$ cat src/hdl/markup_text_console_writer_unit_defines.svh
// Assertion helpers shared by the console writer RTL.
`ifndef MARKUP_TEXT_CONSOLE_WRITER_UNIT_DEFINES_SVH
`define MARKUP_TEXT_CONSOLE_WRITER_UNIT_DEFINES_SVH

// Same-cycle implication, checked on every rising clock edge outside reset.
`define MTCW_ASSERT_IMPL(label, ante, cons) \
  label: assert property (@(posedge clk_i) disable iff (!rst_ni) (ante) |-> (cons)) \
    else $error("console writer check failed");

// Next-cycle implication.
`define MTCW_ASSERT_NEXT(label, ante, cons) \
  label: assert property (@(posedge clk_i) disable iff (!rst_ni) (ante) |=> (cons)) \
    else $error("console writer check failed");

`endif

$ cat src/hdl/mtcw_pkg.sv
package mtcw_pkg;

  localparam int unsigned MaxCols = 64;
  localparam int unsigned MaxRows = 64;

  localparam int unsigned ColorW  = 16;
  localparam int unsigned DimW    = 7;
  localparam int unsigned PosW    = 6;
  localparam int unsigned CharW   = 8;
  localparam int unsigned OpW     = 3;
  localparam int unsigned CfgIdxW = 3;

  // Opcodes carried in tuser
  localparam logic [OpW-1:0] OP_CHAR      = 3'd0;
  localparam logic [OpW-1:0] OP_BEGIN_POS = 3'd1;
  localparam logic [OpW-1:0] OP_BEGIN_CUR = 3'd2;
  localparam logic [OpW-1:0] OP_END_STR   = 3'd3;
  localparam logic [OpW-1:0] OP_END_LINE  = 3'd4;

  // Register indexes
  localparam logic [CfgIdxW-1:0] REG_TEXT_COLOR    = 3'd0;
  localparam logic [CfgIdxW-1:0] REG_SPECIAL_COLOR = 3'd1;
  localparam logic [CfgIdxW-1:0] REG_BG_COLOR      = 3'd2;
  localparam logic [CfgIdxW-1:0] REG_HILITE_COLOR  = 3'd3;
  localparam logic [CfgIdxW-1:0] REG_COLUMNS       = 3'd4;
  localparam logic [CfgIdxW-1:0] REG_ROWS          = 3'd5;

  // Markup and control bytes
  localparam logic [CharW-1:0] CH_NUL      = 8'h00;
  localparam logic [CharW-1:0] CH_LF       = 8'h0A;
  localparam logic [CharW-1:0] CH_CR       = 8'h0D;
  localparam logic [CharW-1:0] CH_SPEC_ON  = 8'h5B; // [
  localparam logic [CharW-1:0] CH_SPEC_OFF = 8'h5D; // ]
  localparam logic [CharW-1:0] CH_HIL_ON   = 8'h7B; // {
  localparam logic [CharW-1:0] CH_HIL_OFF  = 8'h7D; // }
  localparam logic [CharW-1:0] CH_UNDER    = 8'h7C; // |

  localparam logic [CharW-1:0] UNDERLINE_BIT = 8'h80;

  localparam logic [DimW-1:0] ColsReset = 7'd32;
  localparam logic [DimW-1:0] RowsReset = 7'd16;

  // Cell write, last field in the lowest bits
  typedef struct packed {
    logic [ColorW-1:0] bg_color;
    logic [ColorW-1:0] fg_color;
    logic [CharW-1:0]  glyph;
    logic [PosW-1:0]   cell_row;
    logic [PosW-1:0]   cell_column;
  } cell_t;

  localparam int unsigned CellW  = $bits(cell_t);
  localparam int unsigned OutW   = ((CellW + 7) / 8) * 8;
  localparam int unsigned InUsed = CharW + 2 * PosW;
  localparam int unsigned InW    = ((InUsed + 7) / 8) * 8;

endpackage

$ cat src/hdl/markup_text_console_writer_unit.sv
// Channel   Direction  Payload
// s_axis    in         tuser: opcode; tdata: char_code, pos_x, pos_y
// m_axis    out        tdata: cell_column, cell_row, glyph, fg_color, bg_color
// cfg       in         cfg_we_i / cfg_addr_i / cfg_data_i, one register per write
//
// One word is taken per cycle while s_axis is ready; a character's cell write
// is registered into the output register, or into the skid entry while m_axis
// stalls, on the edge that accepts the character, together with cursor and flags.
// A two-entry output (register plus skid) keeps s_axis ready while one result
// waits; s_axis stalls only when both entries are full. Reset is asynchronous,
// active low, clears console state and output valid flags, and resets the configuration.
`include "markup_text_console_writer_unit_defines.svh"

module markup_text_console_writer_unit (
  input  logic                              clk_i,
  input  logic                              rst_ni,

  input  logic                              s_axis_tvalid,
  output logic                              s_axis_tready,
  // [7:0] char_code, [13:8] pos_x, [19:14] pos_y, rest zero
  input  logic [mtcw_pkg::InW-1:0]          s_axis_tdata,
  // [2:0] opcode
  input  logic [mtcw_pkg::OpW-1:0]          s_axis_tuser,

  output logic                              m_axis_tvalid,
  input  logic                              m_axis_tready,
  // [5:0] cell_column, [11:6] cell_row, [19:12] glyph, [35:20] fg_color,
  // [51:36] bg_color, rest zero
  output logic [mtcw_pkg::OutW-1:0]         m_axis_tdata,

  input  logic                              cfg_we_i,
  input  logic [mtcw_pkg::CfgIdxW-1:0]      cfg_addr_i,
  input  logic [mtcw_pkg::ColorW-1:0]       cfg_data_i
);

  // Configuration
  logic [mtcw_pkg::ColorW-1:0] text_color_q, special_color_q, bg_color_q, hilite_color_q;
  logic [mtcw_pkg::DimW-1:0]   columns_q, rows_q;

  always_ff @(posedge clk_i or negedge rst_ni) begin
    if (!rst_ni) begin
      text_color_q    <= '0;
      special_color_q <= '0;
      bg_color_q      <= '0;
      hilite_color_q  <= '0;
      columns_q       <= mtcw_pkg::ColsReset;
      rows_q          <= mtcw_pkg::RowsReset;
    end else if (cfg_we_i) begin
      case (cfg_addr_i)
        mtcw_pkg::REG_TEXT_COLOR:    text_color_q    <= cfg_data_i;
        mtcw_pkg::REG_SPECIAL_COLOR: special_color_q <= cfg_data_i;
        mtcw_pkg::REG_BG_COLOR:      bg_color_q      <= cfg_data_i;
        mtcw_pkg::REG_HILITE_COLOR:  hilite_color_q  <= cfg_data_i;
        mtcw_pkg::REG_COLUMNS:       columns_q <= cfg_data_i[mtcw_pkg::DimW-1:0];
        mtcw_pkg::REG_ROWS:          rows_q    <= cfg_data_i[mtcw_pkg::DimW-1:0];
        default: ;
      endcase
    end
  end

  logic [mtcw_pkg::DimW-1:0] eff_cols, eff_rows;
  assign eff_cols = (columns_q > mtcw_pkg::DimW'(mtcw_pkg::MaxCols))
                    ? mtcw_pkg::DimW'(mtcw_pkg::MaxCols) : columns_q;
  assign eff_rows = (rows_q > mtcw_pkg::DimW'(mtcw_pkg::MaxRows))
                    ? mtcw_pkg::DimW'(mtcw_pkg::MaxRows) : rows_q;

  // Console state
  logic [mtcw_pkg::DimW-1:0] cursor_col_q, cursor_col_d;
  logic [mtcw_pkg::PosW-1:0] line_cnt_q, line_cnt_d;
  logic [mtcw_pkg::DimW-1:0] wr_col_q, wr_col_d;
  logic [mtcw_pkg::DimW-1:0] wr_row_q, wr_row_d;
  logic special_q, special_d, hilite_q, hilite_d, under_q, under_d;
  logic active_q, active_d, halted_q, halted_d;

  // Output register plus skid entry
  mtcw_pkg::cell_t out_q, skid_q, cell_word;
  logic            out_valid_q, skid_valid_q;
  logic            s_acc, push;

  assign s_axis_tready = !skid_valid_q;
  assign s_acc         = s_axis_tvalid && s_axis_tready;

  logic [mtcw_pkg::OpW-1:0]   op;
  logic [mtcw_pkg::CharW-1:0] ch;
  logic [mtcw_pkg::PosW-1:0]  px, py;
  logic [mtcw_pkg::DimW-1:0]  line_inc, wr_col_inc;
  logic [mtcw_pkg::PosW-1:0]  line_next;

  assign op = s_axis_tuser;
  assign ch = s_axis_tdata[mtcw_pkg::CharW-1:0];
  assign px = s_axis_tdata[mtcw_pkg::CharW +: mtcw_pkg::PosW];
  assign py = s_axis_tdata[mtcw_pkg::CharW + mtcw_pkg::PosW +: mtcw_pkg::PosW];

  // Wrapping line counter step
  assign line_inc   = {1'b0, line_cnt_q} + 7'd1;
  assign line_next  = (line_inc >= eff_rows) ? '0 : line_inc[mtcw_pkg::PosW-1:0];
  assign wr_col_inc = wr_col_q + 7'd1;

  assign cell_word.cell_column = wr_col_q[mtcw_pkg::PosW-1:0];
  assign cell_word.cell_row    = wr_row_q[mtcw_pkg::PosW-1:0];
  assign cell_word.glyph       = under_q ? (ch | mtcw_pkg::UNDERLINE_BIT) : ch;
  assign cell_word.fg_color    = special_q ? special_color_q : text_color_q;
  assign cell_word.bg_color    = hilite_q ? hilite_color_q : bg_color_q;

  always_comb begin
    cursor_col_d = cursor_col_q;
    line_cnt_d   = line_cnt_q;
    wr_col_d     = wr_col_q;
    wr_row_d     = wr_row_q;
    special_d    = special_q;
    hilite_d     = hilite_q;
    under_d      = under_q;
    active_d     = active_q;
    halted_d     = halted_q;
    push         = 1'b0;
    if (s_acc) begin
      case (op)
        mtcw_pkg::OP_BEGIN_POS: begin
          if ({1'b0, px} >= eff_cols || {1'b0, py} >= eff_rows) begin
            active_d = 1'b0;
          end else begin
            wr_col_d     = {1'b0, px};
            wr_row_d     = {1'b0, py};
            cursor_col_d = {1'b0, px};
            special_d    = 1'b0;
            hilite_d     = 1'b0;
            under_d      = 1'b0;
            active_d     = 1'b1;
            halted_d     = 1'b0;
          end
        end
        mtcw_pkg::OP_BEGIN_CUR: begin
          wr_col_d  = cursor_col_q;
          wr_row_d  = {1'b0, line_cnt_q};
          special_d = 1'b0;
          hilite_d  = 1'b0;
          under_d   = 1'b0;
          active_d  = 1'b1;
          halted_d  = 1'b0;
        end
        mtcw_pkg::OP_END_STR: active_d = 1'b0;
        mtcw_pkg::OP_END_LINE: begin
          active_d     = 1'b0;
          line_cnt_d   = line_next;
          cursor_col_d = '0;
        end
        mtcw_pkg::OP_CHAR: begin
          if (!active_q) begin
            // drop bytes outside a string
          end else if (ch == mtcw_pkg::CH_NUL) begin
            active_d = 1'b0;
          end else if (halted_q || wr_col_q >= eff_cols || wr_row_q >= eff_rows) begin
            halted_d = 1'b1;
          end else begin
            case (ch)
              mtcw_pkg::CH_LF, mtcw_pkg::CH_CR: begin
                wr_row_d   = wr_row_q + 7'd1;
                line_cnt_d = line_next;
              end
              mtcw_pkg::CH_SPEC_ON:  special_d = 1'b1;
              mtcw_pkg::CH_SPEC_OFF: special_d = 1'b0;
              mtcw_pkg::CH_HIL_ON:   hilite_d  = 1'b1;
              mtcw_pkg::CH_HIL_OFF:  hilite_d  = 1'b0;
              mtcw_pkg::CH_UNDER:    under_d   = !under_q;
              default: begin
                push         = 1'b1;
                wr_col_d     = wr_col_inc;
                cursor_col_d = wr_col_inc;
              end
            endcase
          end
        end
        default: ;
      endcase
    end
  end

  always_ff @(posedge clk_i or negedge rst_ni) begin
    if (!rst_ni) begin
      cursor_col_q <= '0;
      line_cnt_q   <= '0;
      wr_col_q     <= '0;
      wr_row_q     <= '0;
      special_q    <= 1'b0;
      hilite_q     <= 1'b0;
      under_q      <= 1'b0;
      active_q     <= 1'b0;
      halted_q     <= 1'b0;
    end else begin
      cursor_col_q <= cursor_col_d;
      line_cnt_q   <= line_cnt_d;
      wr_col_q     <= wr_col_d;
      wr_row_q     <= wr_row_d;
      special_q    <= special_d;
      hilite_q     <= hilite_d;
      under_q      <= under_d;
      active_q     <= active_d;
      halted_q     <= halted_d;
    end
  end

  always_ff @(posedge clk_i or negedge rst_ni) begin
    if (!rst_ni) begin
      out_valid_q  <= 1'b0;
      skid_valid_q <= 1'b0;
    end else if (!out_valid_q || m_axis_tready) begin
      // output slot frees: refill from skid first, else from the new word
      if (skid_valid_q) begin
        out_valid_q  <= 1'b1;
        skid_valid_q <= 1'b0;
      end else begin
        out_valid_q <= push;
      end
    end else if (push) begin
      skid_valid_q <= 1'b1;
    end
  end

  always_ff @(posedge clk_i) begin
    if (!out_valid_q || m_axis_tready) begin
      if (skid_valid_q) begin
        out_q <= skid_q;
      end else if (push) begin
        out_q <= cell_word;
      end
    end else if (push) begin
      skid_q <= cell_word;
    end
  end

  assign m_axis_tvalid = out_valid_q;
  assign m_axis_tdata  = {{(mtcw_pkg::OutW - mtcw_pkg::CellW){1'b0}}, out_q};

  `MTCW_ASSERT_IMPL(a_skid_behind_out, skid_valid_q, out_valid_q)
  `MTCW_ASSERT_IMPL(a_cursor_tracks, active_q, cursor_col_q == wr_col_q)
  `MTCW_ASSERT_NEXT(a_push_shows, push, m_axis_tvalid)
  `MTCW_ASSERT_IMPL(a_halt_in_string, push, active_q && !halted_q)

endmodule

$ cat config.mk
export PLATFORM = sky130hd
export DESIGN_NAME = markup_text_console_writer_unit
export DESIGN_NICKNAME = d
export VERILOG_FILES = /design/src/hdl/mtcw_pkg.sv /design/src/hdl/markup_text_console_writer_unit.sv
export VERILOG_INCLUDE_DIRS = /design/src /design/src/hdl
export SDC_FILE = /design/constraint.sdc
export NUM_CORES = 1
export LEC_CHECK = 0
export BUFFER_PORTS_ARGS = -buffer_cell sky130_fd_sc_hd__buf_2
export CORE_MARGIN = 3
export CORE_UTILIZATION = 30
export DETAILED_ROUTE_END_ITERATION = 10
export PLACE_DENSITY = 0.53
export SYNTH_ARGS = -nofsm -noshare
export SYNTH_HDL_FRONTEND = slang
export SYNTH_SLANG_ARGS = --single-unit
$ cat constraint.sdc
create_clock -name clk_i -period 7.7 [get_ports clk_i]
set_input_delay 1.155 -clock clk_i [delete_from_list [all_inputs] [get_ports clk_i]]
set_output_delay 1.155 -clock clk_i [all_outputs]
set_load 0.02 [all_outputs]
==> results of run 1 <==
==> cell usage after synthesis (3+ instances only) <==
cell type	number	share of area [%]
xnor2_1	7	0.61
nand3_1	16	0.80
nand2_1	47	1.8
nor2b_1	5	0.31
a211o_1	3	0.26
inv_1	16	0.60
nor3b_1	4	0.30
a31oi_1	6	0.37
or3_1	6	0.37
buf_1	5	0.19
mux2i_1	6	0.60
o22ai_1	4	0.25
mux2_2	161	18
inv_2	3	0.11
nand4_1	5	0.31
nor3_1	4	0.20
dfrtp_1	110	27
nor4_1	3	0.19
a21oi_1	35	1.7
a2bb2oi_1	5	0.44
mux2_4	5	0.75
or4_1	3	0.22
or2_2	4	0.25
edfxtp_1	104	31
clkbuf_1	23	0.86
a41oi_1	3	0.26
ha_1	36	4.5
buf_4	4	0.30
o21ai_0	27	1.3
nor2_1	20	0.75
nand2b_1	9	0.56
and3_1	9	0.56
==> power by group through the flow <==
| stage | sequential (W) | clock, W | combinational, W |
|---|---|---|---|
| finish | 0.00148 | 0.00125 | 0.000579 |
| global route | 0.00150 | 0.00133 | 0.000662 |
| CTS | 0.00148 | 0.00129 | 0.000590 |
| detailed placement | 0.00150 | 0 | 0.000584 |
| global placement | 0.00149 | 0 | 0.000576 |
| floorplan | 0.00147 | 0 | 0.000444 |
==> stage by stage <==
stage / power (W) / setup WS (ns)
floorplan: 0.00191 / 1.32
finish: 0.00331 / 3.24
detailed placement: 0.00208 / 3.06
global placement: 0.00207 / 3.10
global route: 0.00349 / 2.88
CTS: 0.00336 / 3.13
==> how the worst min path moves through the flow <==
| stage | to | slack [ns] | cells after the start |
|---|---|---|---|
| after floorplan | skid_q[4] | 0.45 | 0 |
| after global placement | hilite_color_q[3] | 0.48 | 1 |
| final | rows_q[0] | 0.50 | 1 |
| after detailed placement | hilite_color_q[10] | 0.49 | 1 |
| after CTS | rows_q[0] | 0.50 | 1 |
| after global routing | hilite_color_q[1] | 0.51 | 1 |
==> final cells by class <==
| type | instances | area [µm²] | share of cell area [%] |
|---|---|---|---|
| repair buffers | 106 | 548 | 4.61 |
| inverters | 19 | 71.3 | 0.600 |
| flip-flops and latches | 216 | 5930 | 49.9 |
| clock buffers | 31 | 668 | 5.62 |
| diodes | 1 | 2.50 | 0.0210 |
| well taps | 442 | 553 | 4.65 |
| clock inverters | 14 | 195 | 1.64 |
| multi-input cells | 471 | 3920 | 33.0 |
==> flip-flops by register name, summed over array words and instances (netlist names), 6 cells and up <==
signal	flops
wr_row_q	7
line_cnt_q	6
skid_q	52
bg_color_q	16
rows_q	7
hilite_color_q	16
special_color_q	16
columns_q	7
wr_col_q	7
cursor_col_q	7
text_color_q	16
m_axis_tdata	52
==> per-layer routing <==
layer	global-route usage, %	wire, µm
met5	0	20
met4	3.07	390
met3	2.31	965
met2	20.6	10700
met1	18.4	10900
==> critical path, cell delays in order (launching register included) <==
cell	delay (ns)
dfrtp_1	0.45
nor2b_1	0.30
ha_1	0.28
nand2b_1	0.13
a211o_1	0.35
a211o_1	0.37
nor3_4	0.40
nand3_1	0.14
nor3_2	0.97
buf_4	0.65
==> cell families after synthesis <==
logic type      Yosys count
fa+ha+maj                36
simple gates            144
buf+inv                  54
compound gates          106
other cells               1
flops                   216
xor+xnor                  9
mux                     172
==> summary.md, run 1 <==
| Metric | Value |
|---|---|
| Status | finished clean |
| Drt drc | 0 |
| Fin. max-slew vios | 0 |
| Fin util | 36.3% |
| Power per Cell Area | 278 mW/mm² |
| Total placed cells including tap cells | 1254 |
| Int Power | 0.00245 W |
| Sw Ratio | between 20% and 30% |
| TNS Setup | 0 ns |
| Clock share of power | 37.9% |
| Nets@finish | 926 |
| Hold Vio Cnt, Final | 0 |
| Synth Flop Type | dfrtp_1 |
| Fill cell count | around 3200 |
| Largest net degree at the start of global routing | 65 |
| Total number of vias | 6134 |
| Synth Area in Simple Gates | roughly 7.4% |
| Synth Area in XOR/XNOR | less than 1% |
| Register-to-register path setup slack | ~3.2 ns |
| Post-synth cell types | 62 |
| Clock buffer count from CTS | 25 |
| First-pass GRT wire length | 36800 µm |
| Max_cap viols | 0 |
| Critical Path Start | rows_q[6] |
| HP Start | rows_q[0] |
| Core box area | 0.0328 mm² |
| Async SR Flop Fraction | around 52% |
| DR iter-0 viols | 354 |
| Share of cells above drive strength 1 | 38.2% |
| Tcrit/Tclk final | 57.9% |
| Setup Skew | 0.0156 ns |
| CTS tree | yes |
| Flop pwr share | 44.6% |
| Area Growth Syn to Fin | 18.3% |
| Commonest non-fill, non-tap cells in the layout | mux2_2 (161), dfrtp_1 (110), edfxtp_1 (104) |
| Sw Pwr | around 0.00086 W |
| CP Launch Type | flip-flop |
| Synth Area in Compound Gates | 6.59% |
| Post-CTS Resized | 0 |
| Bufs on Longest Clock Path | 3 |
| CTS root buffer | clkbuf_16 |
| Post-synth EDFFs | 104 |
| End of the critical path | skid_q[25] |
| Largest family of logic cells by synthesized area | multiplexers |
| Rows | 66 |
| DR vias/cell | 4.72 |
| Post-CTS setup buffers | 0 |
| Die area | around 0.036 mm² |
| Mux share of post-synthesis cell area | 19.4% |
| CP endpoint kind | flip-flop |
| Die Y | 189 µm |
| Worst skew pair latency | 0.52 ns |
| GRT Util Overall | roughly 13% |
| Initial Util | between 30% and 40% |
| Cell area after layout | 0.0119 mm² |
| WP data arrival | between 4 and 5 ns |
| Overflow after GRT | 0 |
| Htree depth | 1 |
| Post-Synth Adder-Cell Area | ~4.5% |
| Hold Buf Count CTS | 0 |
| DRT antenna net count | 0 |
| Hold WC Path Type | flip-flop to flip-flop |
| Yosys warnings | 0 |
| Period minus WS final | 4.46 ns |
| IO Pins | 109 |
| Vias in the first global route | 6273 |
| CTS sink count | 216 |
| Data required, critical path | between 7 and 8 ns |
| Final GP Congestion | between 0.8 and 0.9 |
| Mapped Area | 0.0100 mm² |
| PortBufs | 100 |
| Combinational fraction of design power | about 18% |
| Worst R2R End | skid_q[25] |
| Clock-pin slew on the worst setup and hold paths | roughly 0.060 ns |
| Synthesized area per cell | around 14 µm² |
| Slew @ Worst Pin | 1.20 ns |
| Fin cells | 1300 |
| Initial antenna violation count | 1 |
| WL/cell | 17.6 µm |
| Horiz. Die Dim | 189 µm |
| WHS | 0.496 ns |
| Fmax | 224 MHz |
| Reg-to-Reg Start | rows_q[6] |
| RSZ-0062 raised after global routing | no |
| Commonest non-fill, non-tap cell in the layout | mux2_2 |
| Cells after synthesis | 738 |
| Lkg Pwr | 4.76 nW |
| Post-DP HPWL | 15200 µm |
| 1st-pass router iterations | 4 |
| WL final | 22900 µm |
| Peak supply drop | about 160 µV |
| Worst r2r path cells | 9 |
| Placed Area | 0.0110 mm² |
| Seq cells post-synth | ~220 |
| Relative slew margins | 19.3% |
| Setup-failing EPs final | 0 |
| Maximum fanout along the worst path | 38 |
| Critical path type | flip-flop to flip-flop |
| Post-synthesis sequential area ratio | 59.0% |
Power figures use the tool's default switching activity.
==> run 2: changes to the inputs <==
--- a/config.mk
+++ b/config.mk
@@ -10,7 +10,7 @@
 export CORE_MARGIN = 3
 export CORE_UTILIZATION = 30
 export DETAILED_ROUTE_END_ITERATION = 10
-export PLACE_DENSITY = 0.53
+export PLACE_DENSITY = 0.55
 export SYNTH_ARGS = -nofsm -noshare
 export SYNTH_HDL_FRONTEND = slang
 export SYNTH_SLANG_ARGS = --single-unit
==> constraint.sdc (replaced) <==
create_clock -name clk_i -period 4 [get_ports clk_i]
set_input_delay 0.6 -clock clk_i [delete_from_list [all_inputs] [get_ports clk_i]]
set_output_delay 0.6 -clock clk_i [all_outputs]
set_load 0.02 [all_outputs]
==> run 2 against run 1 <==
Effect of this change:
- first-iteration DRC count shrank 15%
- register-to-register slack lost 2.5 ns
- sequential cell count is the same
- global-route usage shrank 0.11 points
- sequential share of layout area shrank 0.058 points
- setup slack lost 2.5 ns
- critical endpoint is now m_axis_tdata[20]
==> summary.md, run 2 (same netlist as run 1, synthesis figures left out) <==
| Metric | Value |
|---|---|
| Die Y | 189 µm |
| Total number of vias | around 6200 |
| First-pass GRT wire length | 36600 µm |
| Initial Util | between 30% and 40% |
| Status | finished clean |
| Fin. max-slew vios | 0 |
| Setup-failing EPs final | 0 |
| Commonest non-fill, non-tap cell in the layout | mux2_2 |
| Share of cells above drive strength 1 | 38.8% |
| Post-CTS setup buffers | 0 |
| Setup Skew | 0.0136 ns |
| Max_cap viols | 0 |
| Lkg Pwr | 4.78 nW |
| Vias in the first global route | 6327 |
| Combinational fraction of design power | between 10% and 20% |
| TNS Setup | 0 ns |
| CTS tree | yes |
| Maximum fanout along the worst path | 52 |
| Tcrit/Tclk final | 80.2% |
| Clock-pin slew on the worst setup and hold paths | about 0.060 ns |
| CP endpoint kind | flip-flop |
| Slowest-stage cell, CP | dfrtp_1 |
| Initial antenna violation count | 5 |
| PortBufs | 100 |
| Kind of cell adding the most delay to the critical path | compound AO/OA/AOI/OAI gates |
| Slew @ Worst Pin | about 1.1 ns |
| Data required, critical path | 4.19 ns |
| Ant diodes | 0 |
| Drt drc | 0 |
| Horiz. Die Dim | 189 µm |
| Sw Pwr | 0.00163 W |
| Total placed cells including tap cells | 1259 |
| Hold Vio Cnt, Final | 0 |
| Commonest non-fill, non-tap cells in the layout | mux2_2 (161), dfrtp_1 (110), edfxtp_1 (104) |
| Clock buffer count from CTS | 24 |
| CP Buf/Inv Count | 1 |
| Hold WC Path Type | primary input to async pin |
| Power per Cell Area | 520 mW/mm² |
| DRT antenna net count | 0 |
| Post-DP HPWL | 15400 µm |
| Relative slew margins | 29.4% |
| DR iter-0 viols | approximately 300 |
| Int Power | between 0.004 and 0.005 W |
| Critical Path Start | rows_q[6] |
| Crit-path cells | nor2b_1 > ha_1 > nand2b_1 > a211o_1 > a211o_1 > nor3_4 > a41oi_1 > a21oi_4 > buf_12 |
| Largest net degree at the start of global routing | 60 |
| Flop pwr share | 45.9% |
| Core box area | 0.0328 mm² |
| DR vias/cell | between 4 and 5 |
| Period minus WS final | ~3.2 ns |
| Area Growth Syn to Fin | 18.5% |
| Sw Ratio | 26.3% |
| CTS root buffer | clkbuf_16 |
| Hold Buf Count CTS | 0 |
| Worst path max stage delay | 0.43 ns |
| Worst skew pair latency | 0.52 ns |
| Cell area after layout | approximately 0.012 mm² |
| Post-CTS Resized | 0 |
| Most frequent CP cell | a211o_1 |
| Fin cells | 1303 |
| CTS sink count | ~220 |
| Htree depth | 1 |
| Final GP Congestion | roughly 0.8 |
| Total Power | roughly 0.0062 W |
| WL/cell | 17.5 µm |
| GRT Util Overall | about 13% |
| Critical path type | flip-flop to flip-flop |
| Fill cell count | 3233 |
| Placed Area | ~0.011 mm² |
| Fmax | 312 MHz |
| RSZ-0062 raised after global routing | no |
| Overflow after GRT | 0 |
| Die area | 0.0357 mm² |
| Bufs on Longest Clock Path | 3 |
| Clock share of power | 35.9% |
| 1st-pass router iterations | 4 |
| Fin util | 36.3% |
| WL final | 22900 µm |
| Peak supply drop | 270 µV |
| IO Pins | roughly 110 |
| Nets@finish | 930 |
| Rows | 66 |
| CP Launch Type | flip-flop |
| Reg-to-Reg Start | rows_q[6] |
| WP data arrival | 3.40 ns |
run 2: cell types whose count changed in the layout (fill, tap and decap cells not counted), moves of 2 or more:
cell       change
buf_4          +2
clkinv_1       -3
inv_6          -2
clkinv_2       +5
buf_12         +3
bufinv_16      -2
run 2: stage by stage:
stage          hold slack, ns  setup WS (ns)
6_report                0.144          0.791
5_1_grt                 0.197          0.589
4_1_cts                 0.174          0.764
3_5_place_dp            0.488          0.692
3_3_place_gp            0.482          0.714
2_1_floorplan           0.304          0.175
run 2: worst paths after layout:
path	slack, ns	to	depth (start not counted)
setup reg to reg	0.79	m_axis_tdata[20]	9
min in group clk_i	0.34	skid_q[14]	1
hold reg to reg	0.50	hilite_color_q[10]	1
max in group asynchronous	3.06	line_cnt_q[4]	2
hold / removal	0.14	bg_color_q[11]	1
setup / recovery	0.79	m_axis_tdata[20]	9
run 2: area by class of cell:
class	instances	area (µm²)	area share, %
Sequential cell	216	5930	49.8
Multi-Input combinational cell	471	3930	33.0
Clock buffer	30	643	5.40
Timing Repair Buffer	111	623	5.23
Tap cell	442	553	4.65
Clock inverter	14	155	1.30
Inverter	19	71.3	0.599
run 2: power by group through the flow:
stage	sequential (W)	combinational, W	clock (W)
6_report	0.00284	0.00113	0.00222
5_1_grt	0.00288	0.00129	0.00240
4_1_cts	0.00285	0.00115	0.00230
3_5_place_dp	0.00289	0.00114	0
3_3_place_gp	0.00288	0.00111	0
2_1_floorplan	0.00282	0.000857	0
run 2: routing by layer:
layer | share of wire [%] | vias to the layer above | global-route usage [%]
met5 | 0.29 | - | 0
met4 | 1.4 | 10 | 3.01
li1 | - | 2968 | -
met3 | 5.2 | 34 | 2.93
met1 | 46 | 3065 | 17.4
met2 | 47 | 110 | 20.9
